===== src/mprp_pkg.sv =====
// Shared types and constants for the publish packet receive parser.
`timescale 1ns / 1ps
`default_nettype none
package mprp_pkg;

  localparam int TOPIC_MAX   = 128;
  localparam int PAYLOAD_MAX = 256;

  localparam int REM_W   = 28;
  localparam int TLEN_W  = 16;
  localparam int PCNT_W  = $clog2(PAYLOAD_MAX + 2);
  localparam int LIDX_W  = 2;

  localparam int QUEUE_DEPTH = 4;
  localparam int QPTR_W      = $clog2(QUEUE_DEPTH);
  localparam int QCNT_W      = $clog2(QUEUE_DEPTH + 1);

  typedef enum logic [2:0] {
    PH_HEADER,
    PH_LENGTH,
    PH_TLEN_HI,
    PH_TLEN_LO,
    PH_TOPIC,
    PH_PAYLOAD,
    PH_SKIP
  } phase_t;

  typedef enum logic [1:0] {
    KIND_TOPIC,
    KIND_PAYLOAD,
    KIND_END,
    KIND_BAD
  } kind_t;

  typedef struct packed {
    kind_t       kind;
    logic [7:0]  data;
    logic        last;
    logic        truncated;
  } result_t;

  typedef struct packed {
    logic    valid;
    result_t res;
  } push_t;

endpackage
`default_nettype wire


===== src/mprp_byte_if.sv =====
// Input channel: one received packet byte per beat.
`timescale 1ns / 1ps
`default_nettype none
interface mprp_byte_if;
  logic       valid;
  logic       ready;
  logic [7:0] rx_byte;

  modport source (output valid, output rx_byte, input ready);
  modport sink   (input valid, input rx_byte, output ready);
endinterface
`default_nettype wire


===== src/mprp_result_if.sv =====
// Output channel: one parsed result per beat.
`timescale 1ns / 1ps
`default_nettype none
interface mprp_result_if;
  logic                valid;
  logic                ready;
  mprp_pkg::kind_t     out_kind;
  logic [7:0]          out_byte;
  logic                out_last;
  logic                truncated;

  modport source (output valid, output out_kind, output out_byte, output out_last,
                  output truncated, input ready);
  modport sink   (input valid, input out_kind, input out_byte, input out_last,
                  input truncated, output ready);
endinterface
`default_nettype wire


===== src/mprp_front.sv =====
// Front end: packet phase tracking, length decode and byte classification.
`timescale 1ns / 1ps
`default_nettype none
module mprp_front (
  input  logic              clk,
  input  logic              rst,
  mprp_byte_if.sink         rx,
  input  logic              q_full,
  output mprp_pkg::push_t   push
);
  import mprp_pkg::*;

  phase_t                phase, phase_next;
  logic [REM_W-1:0]      remaining, remaining_next;
  logic [LIDX_W-1:0]     len_idx, len_idx_next;
  logic [TLEN_W-1:0]     topic_length, topic_length_next;
  logic [TLEN_W-1:0]     topic_count, topic_count_next;
  logic [PCNT_W-1:0]     payload_count, payload_count_next;
  logic                  dropped, dropped_next;

  logic                  accept;
  logic [7:0]            b;
  logic [REM_W-1:0]      len_group;
  logic [REM_W-1:0]      rem_len;
  logic [REM_W-1:0]      rem_dec;
  logic                  rem_dec_zero;
  logic [TLEN_W-1:0]     tl_full;
  logic                  tl_over;
  logic [TLEN_W-1:0]     tc_inc;
  logic                  topic_keep;
  logic [PCNT_W-1:0]     pc_inc;
  logic                  payload_keep;

  assign rx.ready = !q_full;
  assign accept   = rx.valid && rx.ready;
  assign b        = rx.rx_byte;

  // 7-bit group placed by its position, low group first
  always_comb begin
    case (len_idx)
      2'd0:    len_group = {21'd0, b[6:0]};
      2'd1:    len_group = {14'd0, b[6:0], 7'd0};
      2'd2:    len_group = {7'd0, b[6:0], 14'd0};
      default: len_group = {b[6:0], 21'd0};
    endcase
  end

  assign rem_len      = remaining + len_group;
  assign rem_dec      = remaining - REM_W'(1);
  assign rem_dec_zero = (rem_dec == '0);
  assign tl_full      = {topic_length[15:8], b};
  assign tl_over      = {{(REM_W-TLEN_W){1'b0}}, tl_full} > rem_dec;
  assign tc_inc       = topic_count + TLEN_W'(1);
  assign topic_keep   = tc_inc <= TLEN_W'(TOPIC_MAX);
  assign pc_inc       = (payload_count == PCNT_W'(PAYLOAD_MAX + 1)) ? payload_count
                                                                   : payload_count + PCNT_W'(1);
  assign payload_keep = pc_inc <= PCNT_W'(PAYLOAD_MAX);

  // next phase
  always_comb begin
    phase_next = phase;
    if (accept) begin
      unique case (phase)
        PH_HEADER: phase_next = PH_LENGTH;
        PH_LENGTH: begin
          if (b[7]) begin
            if (len_idx == LIDX_W'(3)) phase_next = PH_HEADER;
          end else if (rem_len == '0) begin
            phase_next = PH_HEADER;
          end else begin
            phase_next = PH_TLEN_HI;
          end
        end
        PH_TLEN_HI: phase_next = rem_dec_zero ? PH_HEADER : PH_TLEN_LO;
        PH_TLEN_LO: begin
          if (tl_over)           phase_next = rem_dec_zero ? PH_HEADER : PH_SKIP;
          else if (rem_dec_zero) phase_next = PH_HEADER;
          else                   phase_next = (tl_full != '0) ? PH_TOPIC : PH_PAYLOAD;
        end
        PH_TOPIC: begin
          if (tc_inc >= topic_length) phase_next = rem_dec_zero ? PH_HEADER : PH_PAYLOAD;
        end
        PH_PAYLOAD: if (rem_dec_zero) phase_next = PH_HEADER;
        PH_SKIP:    if (rem_dec_zero) phase_next = PH_HEADER;
        default:    phase_next = PH_HEADER;
      endcase
    end
  end

  // counters and the result beat
  always_comb begin
    remaining_next     = remaining;
    len_idx_next       = len_idx;
    topic_length_next  = topic_length;
    topic_count_next   = topic_count;
    payload_count_next = payload_count;
    dropped_next       = dropped;
    push.valid         = 1'b0;
    push.res           = '{kind: KIND_END, data: 8'd0, last: 1'b0, truncated: 1'b0};
    if (accept) begin
      unique case (phase)
        PH_HEADER: begin
          remaining_next     = '0;
          len_idx_next       = '0;
          topic_length_next  = '0;
          topic_count_next   = '0;
          payload_count_next = '0;
          dropped_next       = 1'b0;
        end
        PH_LENGTH: begin
          remaining_next = rem_len;
          if (b[7]) begin
            if (len_idx == LIDX_W'(3)) begin
              push.valid = 1'b1;
              push.res   = '{kind: KIND_BAD, data: 8'd0, last: 1'b1, truncated: 1'b0};
            end else begin
              len_idx_next = len_idx + LIDX_W'(1);
            end
          end else if (rem_len == '0) begin
            push.valid = 1'b1;
            push.res   = '{kind: KIND_BAD, data: 8'd0, last: 1'b1, truncated: 1'b0};
          end
        end
        PH_TLEN_HI: begin
          remaining_next    = rem_dec;
          topic_length_next = {b, 8'd0};
          if (rem_dec_zero) begin
            push.valid = 1'b1;
            push.res   = '{kind: KIND_BAD, data: 8'd0, last: 1'b1, truncated: 1'b0};
          end
        end
        PH_TLEN_LO: begin
          remaining_next    = rem_dec;
          topic_length_next = tl_full;
          if (tl_over) begin
            push.valid = 1'b1;
            push.res   = '{kind: KIND_BAD, data: 8'd0, last: 1'b1, truncated: 1'b0};
          end else if (rem_dec_zero) begin
            push.valid = 1'b1;
            push.res   = '{kind: KIND_END, data: 8'd0, last: 1'b1, truncated: dropped};
          end
        end
        PH_TOPIC: begin
          remaining_next   = rem_dec;
          topic_count_next = tc_inc;
          dropped_next     = dropped || !topic_keep;
          if (topic_keep) begin
            push.valid = 1'b1;
            push.res   = '{kind: KIND_TOPIC, data: b, last: rem_dec_zero,
                           truncated: rem_dec_zero && dropped_next};
          end else if (rem_dec_zero) begin
            push.valid = 1'b1;
            push.res   = '{kind: KIND_END, data: 8'd0, last: 1'b1, truncated: dropped_next};
          end
        end
        PH_PAYLOAD: begin
          remaining_next     = rem_dec;
          payload_count_next = pc_inc;
          dropped_next       = dropped || !payload_keep;
          if (payload_keep) begin
            push.valid = 1'b1;
            push.res   = '{kind: KIND_PAYLOAD, data: b, last: rem_dec_zero,
                           truncated: rem_dec_zero && dropped_next};
          end else if (rem_dec_zero) begin
            push.valid = 1'b1;
            push.res   = '{kind: KIND_END, data: 8'd0, last: 1'b1, truncated: dropped_next};
          end
        end
        PH_SKIP: remaining_next = rem_dec;
        default: ;
      endcase
    end
  end

  always_ff @(posedge clk) begin
    if (rst) begin
      phase         <= PH_HEADER;
      remaining     <= '0;
      len_idx       <= '0;
      topic_length  <= '0;
      topic_count   <= '0;
      payload_count <= '0;
      dropped       <= 1'b0;
    end else begin
      phase         <= phase_next;
      remaining     <= remaining_next;
      len_idx       <= len_idx_next;
      topic_length  <= topic_length_next;
      topic_count   <= topic_count_next;
      payload_count <= payload_count_next;
      dropped       <= dropped_next;
    end
  end

  a_header_starts_length: assert property (@(posedge clk) disable iff (rst)
    (accept && phase == PH_HEADER) |=> (phase == PH_LENGTH && remaining == '0 && !dropped))
    else $error("header byte did not restart length decode");

  a_last_closes_packet: assert property (@(posedge clk) disable iff (rst)
    (push.valid && push.res.last) |=> (phase == PH_HEADER || phase == PH_SKIP))
    else $error("closing beat left parser mid-packet");

endmodule
`default_nettype wire


===== src/mprp_queue.sv =====
// Short result queue between the front end and the output stage.
`timescale 1ns / 1ps
`default_nettype none
module mprp_queue (
  input  logic              clk,
  input  logic              rst,
  input  mprp_pkg::push_t   push,
  output logic              full,
  output logic              q_valid,
  output mprp_pkg::result_t q_res,
  input  logic              q_pop
);
  import mprp_pkg::*;

  result_t             mem [QUEUE_DEPTH];
  logic [QPTR_W-1:0]   wr_ptr, rd_ptr;
  logic [QCNT_W-1:0]   count, count_next;

  assign full    = (count == QCNT_W'(QUEUE_DEPTH));
  assign q_valid = (count != '0);
  assign q_res   = mem[rd_ptr];

  always_comb begin
    count_next = count;
    if (push.valid && !q_pop)      count_next = count + QCNT_W'(1);
    else if (!push.valid && q_pop) count_next = count - QCNT_W'(1);
  end

  always_ff @(posedge clk) begin
    if (push.valid) mem[wr_ptr] <= push.res;
  end

  always_ff @(posedge clk) begin
    if (rst) begin
      wr_ptr <= '0;
      rd_ptr <= '0;
      count  <= '0;
    end else begin
      if (push.valid) wr_ptr <= wr_ptr + QPTR_W'(1);
      if (q_pop)      rd_ptr <= rd_ptr + QPTR_W'(1);
      count <= count_next;
    end
  end

  a_no_overflow: assert property (@(posedge clk) disable iff (rst)
    count <= QCNT_W'(QUEUE_DEPTH))
    else $error("queue count past depth");

  a_push_grows: assert property (@(posedge clk) disable iff (rst)
    (push.valid && !q_pop) |=> (count == $past(count) + QCNT_W'(1)))
    else $error("push lost");

endmodule
`default_nettype wire


===== src/mprp_back.sv =====
// Output stage: holds one result beat until the consumer takes it.
`timescale 1ns / 1ps
`default_nettype none
module mprp_back (
  input  logic              clk,
  input  logic              rst,
  input  logic              q_valid,
  input  mprp_pkg::result_t q_res,
  output logic              q_pop,
  mprp_result_if.source     res
);
  import mprp_pkg::*;

  logic    out_valid;
  result_t hold;

  assign q_pop = q_valid && (!out_valid || res.ready);

  always_ff @(posedge clk) begin
    if (rst) begin
      out_valid <= 1'b0;
    end else if (q_pop) begin
      out_valid <= 1'b1;
    end else if (res.ready) begin
      out_valid <= 1'b0;
    end
  end

  always_ff @(posedge clk) begin
    if (q_pop) hold <= q_res;
  end

  assign res.valid     = out_valid;
  assign res.out_kind  = hold.kind;
  assign res.out_byte  = hold.data;
  assign res.out_last  = hold.last;
  assign res.truncated = hold.truncated;

endmodule
`default_nettype wire


===== src/mqtt_publish_receive_parser_unit.sv =====
// Top level of the QoS-0 publish packet receive parser.
`timescale 1ns / 1ps
`default_nettype none
// Feed received packet bytes on rx, one byte per beat, in wire order. The
// first byte of each packet (fixed header) is skipped, then the 1 to 4 byte
// remaining length is decoded, then the 16-bit big-endian topic length.
// Every topic byte and payload byte comes out on res as one beat tagged
// with its kind (topic, payload); the beat for the packet's final byte has
// out_last set, and then truncated tells whether any byte was dropped.
// Topic bytes past TOPIC_MAX and payload bytes past PAYLOAD_MAX (package
// constants) are dropped; if the final byte is dropped an "end" beat
// closes the packet instead. A fourth length byte with bit 7 set, a zero
// or one byte remaining length, or a topic longer than the remaining
// length gives one "malformed" beat with out_last set; the rest of that
// packet, as far as its length is known, is skipped and the parser
// resyncs on the next one. Rate: one byte per clock while the queue has
// room. The front end updates its phase and counters once per byte; a
// 4-beat queue and an output register decouple it from res, so rx stays
// ready while the queue has room. Each result goes into the queue, then
// into the output register, which drives res.valid. Configuration: none.
// Reset: synchronous, active high, clears all but queue and output data.
module mqtt_publish_receive_parser_unit (
  input  logic          clk,
  input  logic          rst,
  mprp_byte_if.sink     rx,
  mprp_result_if.source res
);
  import mprp_pkg::*;

  push_t   push;
  logic    q_full;
  logic    q_valid;
  result_t q_res;
  logic    q_pop;

  // byte classification and packet state
  mprp_front u_front (
    .clk    (clk),
    .rst    (rst),
    .rx     (rx),
    .q_full (q_full),
    .push   (push)
  );

  // decoupling queue
  mprp_queue u_queue (
    .clk     (clk),
    .rst     (rst),
    .push    (push),
    .full    (q_full),
    .q_valid (q_valid),
    .q_res   (q_res),
    .q_pop   (q_pop)
  );

  // registered output beat
  mprp_back u_back (
    .clk     (clk),
    .rst     (rst),
    .q_valid (q_valid),
    .q_res   (q_res),
    .q_pop   (q_pop),
    .res     (res)
  );

endmodule
`default_nettype wire

===== src/flat_wrapper.sv =====
// flat-port wrapper written by rule: the top's interface ports become plain ports
module mqtt_publish_receive_parser_unit_flat import mprp_pkg::*;
  (clk, rst, rx_valid, rx_rx_byte, rx_ready, res_valid, res_out_kind, res_out_byte, res_out_last, res_truncated, res_ready);
  mprp_byte_if rx_i ();
  mprp_result_if res_i ();
  input  logic clk;
  input  logic rst;
  input wire logic [$bits(rx_i.valid)-1:0] rx_valid;
  input wire logic [$bits(rx_i.rx_byte)-1:0] rx_rx_byte;
  output wire logic [$bits(rx_i.ready)-1:0] rx_ready;
  output wire logic [$bits(res_i.valid)-1:0] res_valid;
  output wire logic [$bits(res_i.out_kind)-1:0] res_out_kind;
  output wire logic [$bits(res_i.out_byte)-1:0] res_out_byte;
  output wire logic [$bits(res_i.out_last)-1:0] res_out_last;
  output wire logic [$bits(res_i.truncated)-1:0] res_truncated;
  input wire logic [$bits(res_i.ready)-1:0] res_ready;
  assign rx_i.valid = rx_valid;
  assign rx_i.rx_byte = rx_rx_byte;
  assign rx_ready = rx_i.ready;
  assign res_valid = res_i.valid;
  assign res_out_kind = res_i.out_kind;
  assign res_out_byte = res_i.out_byte;
  assign res_out_last = res_i.out_last;
  assign res_truncated = res_i.truncated;
  assign res_i.ready = res_ready;
  mqtt_publish_receive_parser_unit u_core (.clk(clk), .rst(rst), .rx(rx_i), .res(res_i));
endmodule

===== config.mk =====
export PLATFORM = sky130hd
export DESIGN_NAME = mqtt_publish_receive_parser_unit_flat
export DESIGN_NICKNAME = d
export VERILOG_FILES = /design/src/mprp_pkg.sv /design/src/mprp_byte_if.sv /design/src/mprp_result_if.sv /design/src/mprp_front.sv /design/src/mprp_queue.sv /design/src/mprp_back.sv /design/src/mqtt_publish_receive_parser_unit.sv /design/src/flat_wrapper.sv
export SDC_FILE = /design/constraint.sdc
export NUM_CORES = 1
export LEC_CHECK = 0
export ABC_AREA = 1
export BUFFER_PORTS_ARGS = -buffer_cell sky130_fd_sc_hd__buf_2
export CORE_MARGIN = 2
export CORE_UTILIZATION = 60
export DETAILED_ROUTE_END_ITERATION = 16
export GPL_TIMING_DRIVEN = 0
export MAX_ROUTING_LAYER = met4
export PLACE_DENSITY = 0.88
export SLEW_MARGIN = 20
export SYNTH_ARGS = -nofsm -noshare
export SYNTH_HDL_FRONTEND = slang
export SYNTH_SLANG_ARGS = --single-unit

===== constraint.sdc =====
create_clock -name clk -period 6.9 [get_ports clk]
set_clock_uncertainty 0.2 [all_clocks]
set_input_delay 1.38 -clock clk [delete_from_list [all_inputs] [get_ports clk]]
set_output_delay 1.38 -clock clk [all_outputs]
set_load 0.005 [all_outputs]

After elaboration in Yosys (flattened, before gate mapping)
Memory sizes are Yosys's and may differ from the RTL's. A register that Yosys moved wholly into a read port is not among the register bits.
Cells that the tools add are included.
{"block": "word_totals", "output_inout_bits": 14, "regBits": 83, "n_memories": 1, "wordCells": 123, "ramBits": 48}
{"block": "classes", "muxes": 40, "reduce_logical": 40, "addsub": 9, "eq_ne": 16, "n_bitwise": 1, "order_cmp": 4}
{"memory": "u_core.u_queue.mem", "words": 4, "width": 12, "read_ports": 1, "rd_ports_with_merged_regs": 1, "write_ports": 1, "line": "mprp_queue.sv:15", "source": "result_t mem [QUEUE_DEPTH];"}
{"operator": "$pmux 28 s3", "count": 2}
{"operator": "$mux 13", "count": 11}
{"operator": "$pmux 13 s5", "count": 1}
{"operator": "$logic_not 28->1", "count": 2}
{"operator": "$pmux 16 s3", "count": 1}
{"operator": "$pmux 16 s2", "count": 1}
{"operator": "$mux 3", "count": 10}
{"operator": "$add 28x28->28", "count": 1}
{"operator": "$gt 16x28->1", "count": 1}
{"operator": "$sub 28x1->28 const B", "count": 1}
{"operator": "$pmux 3 s6", "count": 1}
{"operator": "$pmux 9 s2", "count": 1}
{"operator": "$add 16x1->16 const B", "count": 1}
{"operator": "$ge 16x16->1", "count": 1}
{"operator": "$le 16x8->1 const B", "count": 1}
{"operator": "$reduce_bool 16->1", "count": 1}
{"operator": "$eq 3x3->1 const B", "count": 4}
{"operator": "$reduce_bool 2->1", "count": 6}
{"operator": "$reduce_bool 3->1", "count": 4}
{"operator": "$reduce_and 2->1", "count": 5}
{"operator": "$add 9x1->9 const B", "count": 1}
{"operator": "$eq 9x9->1 const B", "count": 1}
{"operator": "$le 9x9->1 const B", "count": 1}
{"operator": "$mux 9", "count": 1}
{"operator": "24 further kinds", "count": 50}

Depth between registers and ports, before layout
Gate-level depths: netlist (run 1).
{"block": "logic_depth", "word_depth": 13, "mapped_depth": 30}

Modules after synthesis
From an unflattened synthesis (run 1), not the netlist that was laid out.
{"block": "unflattened", "hier_cells": 1615, "area_unflattened_um2": 10831.6}
{"mod": "mprp_front", "seq_area_each_um2": 1501.4, "instances": 1, "cells_each": 1422, "area_per_inst_um2": 8194.1}
{"mod": "mprp_queue", "seq_area_each_um2": 1621.6, "instances": 1, "cells_each": 175, "area_per_inst_um2": 2229.6}
{"mod": "mprp_back", "seq_area_each_um2": 380.4, "instances": 1, "cells_each": 18, "area_per_inst_um2": 407.9}

Worst setup path before layout (run 1)
Ideal clock, no wire load.
{"block": "synth_timing", "path_type": "input-to-reg", "from": "input port rx_rx_byte[0]", "to": "register u_core.u_queue.count[2]", "path_stages": 26, "path_buffers": 0, "arrival_ps": 4342, "t_required_ps": 6578, "path_slack_ps": 2236, "path_cell_list": "nand2_1 -> inv_1 -> ha_1 -> fa_1 -> nand3_1 -> nand3_2 -> nand2_1 -> nand2_1 -> nand2_1 -> nand3b_1 -> nand2_1 -> nand2_1 -> nor2_1 -> nand2_1 -> nor2_1 -> nand3_2 -> a21oi_2 -> nor2_2 -> nor2_4 -> ha_1 -> inv_1 -> fa_1 -> a21oi_1 -> o21ai_0 -> o21ai_0 -> a21oi_1"}
{"item": "from (decl)", "line": "flat_wrapper.sv:9", "source": "input wire logic [$bits(rx_i.rx_byte)-1:0] rx_rx_byte;"}
{"item": "to (signal assigned)", "line": "mprp_queue.sv:41", "source": "count <= count_next;"}
{"item": "to (decl)", "line": "mprp_queue.sv:17", "source": "logic [QCNT_W-1:0] count, count_next;"}

==> flow_summary.toml, run 1 <==
[grt]
gr-total-overflow = 0
antenna_found_initial = 0
grt_max_degree = 17
first_global_vias = 10200
grt_pass1_wl_um = 49700
grt_use_total_pct = 33.3

[finish]
fin_nets = 1739
design_area_mm2 = 0.0118
layout.cells.most_common = "nand2_1"
drive_gt1_share_pct = 9.13
syn_to_final_growth_pct = 9.33
final_cell_mix = "nand2_1 (460), inv_1 (231), nor2_1 (158)"
n_antenna_cell = 0

[yosys]
ys_ff_latch = 143
synth-seq-area-share_pct = 32.0
synth_fp_nets = 1694
async_flop_share_pct = 0
yosysTopAreaCell = "edfxtp_1"
synth_top_area_share_pct = 16.7
ys_warn_count = 0
synth_edf_count = 60
synth_flop_cell = "dfxtp_1"
syn_area_mm2 = 0.0108
synth_area_leaders = "edfxtp_1 (17%), nand2_1 (16%), dfxtp_1 (15%)"
syn_area_per_cell_um2 = 6.74
synthDistinctLibCells = 48
syn_inst = 1606

[floorplan]
dieArea_mm2 = 0.0191
start_util_pct = 60.6
rows = 49
ios = 26
die_w_um = 138
die_y_um = 138
core_area_mm2 = 0.0178

[route]
ant_nets = 0
via_count = 10800
postRouteWirelength_um = 30900
drc_errors = 0
drt_first_iter_violations = 1052
viasPerCell = 5.71
wl_per_cell_um = 16.3
drtPass1Iterations = 8

[placed_design]
pre_cts_ws_ns = 1.11
portBuffers = 25
gp_congestion = 1.08
dpl_cell_area_mm2 = 0.0112
dpl.hpwl_um = 23600

[min_path]
hp-class = "reg2reg"

[clock_tree]
clock_latency_ns = 0.44
cts_hold_buf = 0
path_clk_slew_ns = 0.06
clock-sinks = 143
tritoncts = "yes"
max-clock-path-buffers = 2
ctsResizeCount = 0
h-tree-depth = 4
numCtsBuffers = 17
root_buffer = "clkbuf_16"
postCtsSetupRepairBufs = 0

[power_and_ir_drop]
ir_drop_mv = 0.388
p_switching_uw = 1570
p_total_uw = 3590
swShare_pct = 43.6
seq_power_share_pct = 31.0
p_per_area_mw_per_mm2 = 304
p_int_uw = 2030
pwr-share-comb_pct = 43.6
p_leak_uw = 0.00554
power_frac_clock_pct = 25.4

[critical_path]
critPathLaunch = "rx_rx_byte[0]"
startpoint_type = "input pin"
end_kind = "flop"
r2r-end = "u_core.u_queue.mem[1][6]"
worstReg2RegStart = "u_core.u_front.len_idx[0]"
critPathKind = "in2reg"
critPathMaxFanout = 12
r2r_cells = 23
rrSetupSlack_ns = 1.85
crit_end = "u_core.u_queue.mem[1][6]"
cp.required_ns = 6.75
worstPathArrival_ns = 5.27

[sta]
max_freq_mhz = 185
min_period_ns = 5.41
finalSetupTns_ns = 0
worst_slew_pin_slew_ns = 1.07
fin_crit_sh_pct = 78.5
timing.final.ws_setup_ns = 1.49
whs_ns = 0.269
setup_viol = 0
maxSlewViolCount = 0
maxSlewHeadroom_pct = 28.4
hold_violations = 0
rsz0062_at_grt = "no"

[run_status]
status = "finished, final reports clean"

[run]
cap_violations = 0
## cells by family after synthesis
logic type	after synthesis	synth area share, %
DFF	143	32.0
xor gates and xnor gates	39	3.43
and+or+nand+nor	840	33.7
AOI/OAI and AO/OA	226	12.1
adders and majority gates	76	8.93
buffers and inverters	282	9.85
## how the worst min path moves through the flow
stage,cells after the start,from,end,slack [ns]
floorplan,2,u_core.u_front.topic_count[15],u_core.u_front.topic_count[15],0.25
finish,2,u_core.u_front.topic_length[7],u_core.u_front.topic_length[7],0.27
global route,2,u_core.u_front.topic_length[2],u_core.u_front.topic_length[2],0.29
global placement,2,u_core.u_front.topic_count[15],u_core.u_front.topic_count[15],0.25
CTS,2,u_core.u_front.topic_length[7],u_core.u_front.topic_length[7],0.27
detailed placement,2,u_core.u_front.topic_length[7],u_core.u_front.topic_length[7],0.26
## flip-flops by register name (all words and copies together) (netlist names)
signal,cells
u_core.u_front.len_idx,2
u_core.u_back.res.out_kind,2
u_core.u_front.topic_length,16
u_core.u_front.payload_count,9
u_core.u_queue.rd_ptr,2
u_core.u_queue.wr_ptr,2
u_core.u_queue.count,3
u_core.u_back.res.out_byte,8
u_core.u_front.phase,3
u_core.u_back.res.truncated,1
u_core.u_front.dropped,1
u_core.u_front.remaining,28
u_core.u_back.res.valid,1
u_core.u_back.res.out_last,1
u_core.u_queue.mem,48
u_core.u_front.topic_count,16
## layout make-up
class | count | area [µm²]
buffer | 33 | 131
clock inverter | 15 | 148
inverter | 249 | 935
tap | 229 | 287
sequential | 143 | 3460
timing repair buffer | 26 | 136
clock buffer | 17 | 425
fill | 1566 | 6010
multi-input combinational | 1181 | 6300
## per-stage QoR
stage | util, % | std cells
global placement | 62.9 | 1860
global route | 66.3 | 1893
floorplan | - | 1606
CTS | 66.3 | 1893
detailed placement | 63.0 | 1861
finish | 66.3 | 1893
## power groups by stage
stage / logic, µW / clock network [µW] / registers [µW]
2_1_floorplan: 1100 / 0 / 1110
3_3_place_gp: 1470 / 0 / 1130
3_5_place_dp: 1520 / 0 / 1130
4_1_cts: 1530 / 910 / 1110
5_1_grt: 1740 / 947 / 1130
6_report: 1570 / 911 / 1110
## metal layers
metal / share of wire, % / vias to the layer above / wire length [µm] / global-route usage [%]
li1: - / 5302 / - / -
met1: 43 / 4961 / 13200 / 43.3
met2: 45 / 474 / 14000 / 52.0
met3: 8.8 / 72 / 2710 / 6.48
met4: 2.9 / 0 / 904 / 12.0
met5: 0 / - / 0 / -
## critical path, cell delays in order
cell     delay [ns]
buf_2          0.18
inv_1          0.33
nor3_1         0.12
ha_1           0.37
nand2_1        0.12
nor2_1         0.24
nand3_1        0.17
nand3_1        0.20
nand2_1        0.09
nand2_1        0.07
nand3_1        0.06
nor2_1         0.11
nand2_1        0.06
nor2_1         0.26
nand3_2        0.18
a21oi_2        0.20
nor2_2         0.08
nor2_4         0.16
inv_2          0.09
nor2_1         0.81
## Yosys cell counts (15+ instances only)
cell and n:
dfxtp_1 83, nor2_1 161, nor2_2 19, xor2_1 28, inv_2 15, edfxtp_1 60
ha_1 74, nor3_1 35, nand4_1 25, nand2_1 460, clkbuf_1 29, inv_1 231
a31oi_1 17, a21oi_1 92, o21ai_0 60, nand3_1 86
(Power assumes the default switching activity.)
==> run 2: changes to the inputs <==
--- a/config.mk
+++ b/config.mk
@@ -5,14 +5,14 @@
 export SDC_FILE = /design/constraint.sdc
 export NUM_CORES = 1
 export LEC_CHECK = 0
-export ABC_AREA = 1
+export ABC_AREA = 0
 export BUFFER_PORTS_ARGS = -buffer_cell sky130_fd_sc_hd__buf_2
 export CORE_MARGIN = 2
-export CORE_UTILIZATION = 60
+export CORE_UTILIZATION = 58
 export DETAILED_ROUTE_END_ITERATION = 16
 export GPL_TIMING_DRIVEN = 0
 export MAX_ROUTING_LAYER = met4
-export PLACE_DENSITY = 0.88
+export PLACE_DENSITY = 0.89
 export SLEW_MARGIN = 20
 export SYNTH_ARGS = -nofsm -noshare
 export SYNTH_HDL_FRONTEND = slang
==> constraint.sdc (replaced) <==
create_clock -name clk -period 4.9 [get_ports clk]
set_clock_uncertainty 0.2 [all_clocks]
set_input_delay 0.98 -clock clk [delete_from_list [all_inputs] [get_ports clk]]
set_output_delay 0.98 -clock clk [all_outputs]
set_load 0.005 [all_outputs]
==> flow_summary.toml, run 2 <==
[run_status]
violations = "negative setup slack"
status = "complete, but fails checks"

[grt]
gr-total-overflow = 0
first_global_vias = 8873
grt_max_degree = 17
grt_use_total_pct = 33.6
antenna_found_initial = 0
grt_pass1_wl_um = 46000

[route]
wl_per_cell_um = 20.9
postRouteWirelength_um = 29600
drtPass1Iterations = 6
via_count = 9586
drt_first_iter_violations = 1317
drc_errors = 0
viasPerCell = 6.76
ant_nets = 0

[clock_tree]
cts_hold_buf = 0
clock-sinks = 143
h-tree-depth = 4
root_buffer = "clkbuf_16"
max-clock-path-buffers = 2
numCtsBuffers = 17
clock_latency_ns = 0.44
path_clk_slew_ns = 0.06
tritoncts = "yes"

[yosys]
yosysTopAreaCell = "edfxtp_1"
yosysMostFrequentCell = "nor2_1"
synth_top_area_share_pct = 18.4
ys_ff_latch = 143
async_flop_share_pct = 0
syn_inst = 1114
synth_edf_count = 60
netlist_top_cells_count = "nor2_1 (133), dfxtp_1 (83), nand2_1 (77)"
synth-seq-area-share_pct = 35.4
ys_warn_count = 0
synth_fp_nets = 1202
syn_area_per_cell_um2 = 8.79
syn_area_mm2 = 0.00979
synth_flop_cell = "dfxtp_1"
synth_area_leaders = "edfxtp_1 (18%), dfxtp_1 (17%), ha_1 (9.5%)"
synthDistinctLibCells = 82

[placed_design]
gp_congestion = 1.01
dpl.hpwl_um = 20000
pre_cts_ws_ns = -1.32
portBuffers = 25
dpl.cell_count = 1359

[finish]
reg_top3 = "u_core.u_queue.mem: 48 flops, u_core.u_front.remaining: 28 flops"
syn_to_final_growth_pct = 17.9
largest_reg_flops = 48
top_register = "u_core.u_queue.mem"
nFillCells = 1170
fin_nets = 1272
final_cell_mix = "nor2_1 (133), dfxtp_1 (79), nand2_1 (76)"
stdcell_count = 1417
layout.cells.most_common = "nor2_1"
drive_gt1_share_pct = 17.1
n_antenna_cell = 0
final_util_pct = 69.9

[floorplan]
start_util_pct = 59.3
rows = 47
dieArea_mm2 = 0.0179
die_w_um = 134
ios = 26
die_y_um = 134
core_area_mm2 = 0.0165

[sta]
maxSlewHeadroom_pct = 27.7
hold_violations = 0
maxSlewViolCount = 0
timing.final.ws_setup_ns = -0.341
setup_viol = 2
rsz0062_at_grt = "yes"
whs_ns = 0.290
worst_slew_pin_slew_ns = 1.08
min_period_ns = 5.24
max_freq_mhz = 191
fin_crit_sh_pct = 107

[power_and_ir_drop]
pwr-share-comb_pct = 46.0
swShare_pct = 41.7
p_per_area_mw_per_mm2 = 456
seq_power_share_pct = 29.9
p_leak_uw = 0.00431
p_int_uw = 3070
power_frac_clock_pct = 24.2
ir_drop_mv = 0.319
p_switching_uw = 2200

[critical_path]
critPathMaxFanout = 9
cp.required_ns = 5.06
critPathKind = "in2reg"
worstPathArrival_ns = 5.40
end_kind = "flop"
startpoint_type = "input pin"
rrSetupSlack_ns = -0.26

[min_path]
hp-class = "reg2reg"

[run]
cap_violations = 0
[run 2: per-stage QoR]
stage          area, µm²  TNS, ns  total power (µW)
6_report           11500   -0.359              5270
3_3_place_gp       10200   -48.62              3570
5_1_grt            11500   -0.493              5500
4_1_cts            11300  -0.0372              5060
2_1_floorplan       9820   -0.149              3040
3_5_place_dp       10200   -54.21              3640
[run 2: path summary, 6_finish.rpt]
check	from	to	cells past startpoint
max	rx_rx_byte[3]	u_core.u_queue.count[2]	20
max reg2reg	u_core.u_front.len_idx[1]	u_core.u_queue.count[2]	21
min reg2reg	u_core.u_back.res.valid	u_core.u_back.res.valid	2
min	u_core.u_back.res.valid	u_core.u_back.res.valid	2
[run 2: layout make-up]
class	count	area (µm²)	area share, %
buffer	49	193	1.67
clock buffer	21	470	4.07
clock inverter	11	100	0.867
inverter	40	155	1.34
multi-input combinational	877	6480	56.1
sequential	143	3470	30.1
tap	220	275	2.38
timing repair buffer	56	399	3.46
[run 2: timing repair]
action	4_1_cts	5_1_grt
endpoints found under the hold margin	0	0
cloned	0	0
pin swaps	29	21
resized for setup	83	39
setup buffers	21	10
endpoints found under the setup margin	61	50
[run 2: per-layer routing]
metal  GRT usage, %  part of all wire (%)  vias to the layer above
met1           42.0                    39                     4574
met3           6.73                   9.6                      140
met4           15.7                   4.7                        0
met2           52.8                    46                      588
met5              -                     0                        -
li1               -                     -                     4284
[run 2: logic make-up after synthesis]
kind of cell	after synthesis	synth area share (%)
DFF	143	35.4
and+or+nand+nor	452	23.6
muxes	19	3.54
AOI/OAI and AO/OA	264	17.8
xor gates and xnor gates	65	5.95
buffers and inverters	94	3.69
adders and majority gates	77	9.97
[run 2: power groups by stage]
| stage | Clock [µW] | Sequential, µW | Combinational (µW) |
|---|---|---|---|
| after floorplan | 0 | 1540 | 1500 |
| after global placement | 0 | 1560 | 2010 |
| after detailed placement | 0 | 1570 | 2070 |
| after CTS | 1270 | 1560 | 2230 |
| after global routing | 1320 | 1590 | 2600 |
| final | 1270 | 1570 | 2420 |
[run 2: critical path, cell delays in order]
cell      delay, ns
buf_4          0.19
and2_1         0.17
ha_1           0.37
o211ai_1       0.19
o211ai_1       0.42
buf_4          0.21
nand3_1        0.15
a21oi_2        0.19
o2111a_1       0.20
nand4_1        0.19
nor4bb_4       0.36
nand4_1        0.12
buf_4          0.17
a31oi_4        0.26
ha_4           0.18
inv_2          0.04
fa_2           0.33
xor2_1         0.16
or3_1          0.39
a21oi_2        0.11
==> run 3: changes to the inputs <==
--- a/config.mk
+++ b/config.mk
@@ -8,11 +8,12 @@
 export ABC_AREA = 0
 export BUFFER_PORTS_ARGS = -buffer_cell sky130_fd_sc_hd__buf_2
 export CORE_MARGIN = 2
-export CORE_UTILIZATION = 58
+export CORE_UTILIZATION = 59
+export CTS_BUF_LIST = sky130_fd_sc_hd__clkbuf_8
 export DETAILED_ROUTE_END_ITERATION = 16
 export GPL_TIMING_DRIVEN = 0
 export MAX_ROUTING_LAYER = met4
-export PLACE_DENSITY = 0.89
+export PLACE_DENSITY = 0.9
 export SLEW_MARGIN = 20
 export SYNTH_ARGS = -nofsm -noshare
 export SYNTH_HDL_FRONTEND = slang
==> flow_summary.toml, run 3 (synthesis gave the netlist of run 2 again) <==
[clock_tree]
root_buffer = "clkbuf_8"
clock-sinks = 143
cts_hold_buf = 0
max-clock-path-buffers = 2
path_clk_slew_ns = 0.08
clock_latency_ns = 0.48
h-tree-depth = 4
tritoncts = "yes"
numCtsBuffers = 17

[route]
postRouteWirelength_um = 28800
wl_met2_um = 13700
drt_first_iter_violations = 1090
drtPass1Iterations = 8
top_layer_used = "met4"
ant_nets = 0
viasPerCell = 6.68
wl_met1_um = 11100
via_count = 9398
drc_errors = 0
wl_met3_um = 2720
wl_per_cell_um = 20.5

[finish]
design_area_mm2 = 0.0113
top_register = "u_core.u_queue.mem"
layout.cells.most_common = "nor2_1"
fin_nets = 1261
reg_top3 = "u_core.u_queue.mem: 48 flops, u_core.u_front.remaining: 28 flops"
stdcell_count = 1406
seq_area_mm2 = 0.00347
largest_reg_flops = 48
syn_to_final_growth_pct = 15.3
final_cell_mix = "nor2_1 (132), dfxtp_1 (81), nand2_1 (76)"
multi_input_area_mm2 = 0.00651
nFillCells = 1225
drive_gt1_share_pct = 15.7
n_antenna_cell = 0
final_util_pct = 68.8

[floorplan]
die_y_um = 133
die_w_um = 133
start_util_pct = 59.7
rows = 47
core_area_mm2 = 0.0164
ios = 26
dieArea_mm2 = 0.0176

[critical_path]
worstPathArrival_ns = 5.28
crit_chain = "buf_2, and2_1, ha_1, o211ai_1, o21ai_2, nand4_1, a211oi_4, o21ai_0, a211oi_2, and4_1, nand4_1, buf_4, a31oi_4, ha_4, inv_2, fa_2, xor2_1, or3_1, a21oi_1"
cp.required_ns = 5.10
worst_path_largest_cell_delay_ns = 0.40
critPathKind = "in2reg"
cp_common_cell = "nand4_1"
critPathMaxFanout = 9
end_kind = "flop"
cpMaxStageDelayCell = "a211oi_4"
startpoint_type = "input pin"
rrSetupSlack_ns = -0.12

[sta]
max_freq_mhz = 197
worst_slew_pin_slew_ns = 1.05
setup_viol = 1
maxSlewViolCount = 0
maxSlewHeadroom_pct = 29.2
timing.final.ws_setup_ns = -0.183
min_period_ns = 5.08
rsz0062_at_grt = "yes"
fin_crit_sh_pct = 104
finalSetupTns_ns = -0.183
hold_violations = 0

[grt]
antenna_found_initial = 0
first_global_vias = 8822
grt_pass1_wl_um = 45200
grt_max_degree = 17
grt_use_total_pct = 33.3
gr-total-overflow = 0

[power_and_ir_drop]
pwr-share-comb_pct = 48.4
p_per_area_mw_per_mm2 = 431
swShare_pct = 43.1
seq_power_share_pct = 32.0
p_switching_uw = 2100
ir_drop_mv = 0.282
power_frac_clock_pct = 19.6
p_int_uw = 2760
p_leak_uw = 0.00415

[placed_design]
portBuffers = 25
gp_congestion = 0.983
dpl.cell_count = 1359
dpl_cell_area_mm2 = 0.0102
dpl.hpwl_um = 20000

[min_path]
hp-class = "reg2reg"

[run_status]
status = "complete, but fails checks"
violations = "negative setup slack"

[run]
cap_violations = 0
## run 3: through the flow
stage          setup slack [ns]  hold slack, ns  power [µW]
4_1_cts                 -0.0295           0.286        4700
6_report                 -0.183           0.284        4860
3_5_place_dp              -1.44           0.274        3630
3_3_place_gp              -1.40           0.257        3560
2_1_floorplan            -0.149           0.254        3040
5_1_grt                  -0.320           0.321        5110
## run 3: worst max-delay path, delay by kind of cell
kind	cells	cell delay [ns]
simple gates	5	1.14
buf+inv	3	0.44
compound gates	7	1.63
xor+xnor	1	0.18
fa+ha+maj	3	0.90
## run 3: layout make-up
| class | count | area share (%) |
|---|---|---|
| Buffer | 48 | 1.67 |
| Clock buffer | 17 | 2.07 |
| Clock inverter | 15 | 1.42 |
| Inverter | 40 | 1.35 |
| Multi-Input combinational cell | 877 | 57.6 |
| Sequential cell | 143 | 30.7 |
| Tap cell | 220 | 2.44 |
| Timing Repair Buffer | 46 | 2.66 |
## run 3: worst paths after layout
kind	startpoint	to	cells after the start
max	rx_rx_byte[4]	u_core.u_queue.count[2]	19
min	u_core.u_back.res.valid	u_core.u_back.res.valid	2
max reg2reg	u_core.u_front.remaining[0]	u_core.u_queue.count[2]	18
min reg2reg	u_core.u_back.res.valid	u_core.u_back.res.valid	2
## run 3: power groups by stage
stage          clock network [µW]  logic, µW  registers [µW]
6_report                      951       2350            1560
2_1_floorplan                   0       1500            1540
3_3_place_gp                    0       2000            1560
3_5_place_dp                    0       2060            1570
4_1_cts                       954       2190            1550
5_1_grt                      1010       2530            1570
## run 3: per-layer routing
layer	vias up	GRT usage [%]
met4	0	16.4
met3	132	7.13
met1	4467	39.7
li1	4253	-
met2	546	53.6
met5	-	-
## run 3: repair_timing
item                       in CTS  in global routing
setup endpoints to repair      61                 50
pin swaps                      17                 18
hold endpoints to repair        0                  0
setup buffers                  14                  7
gates resized for setup        79                 37
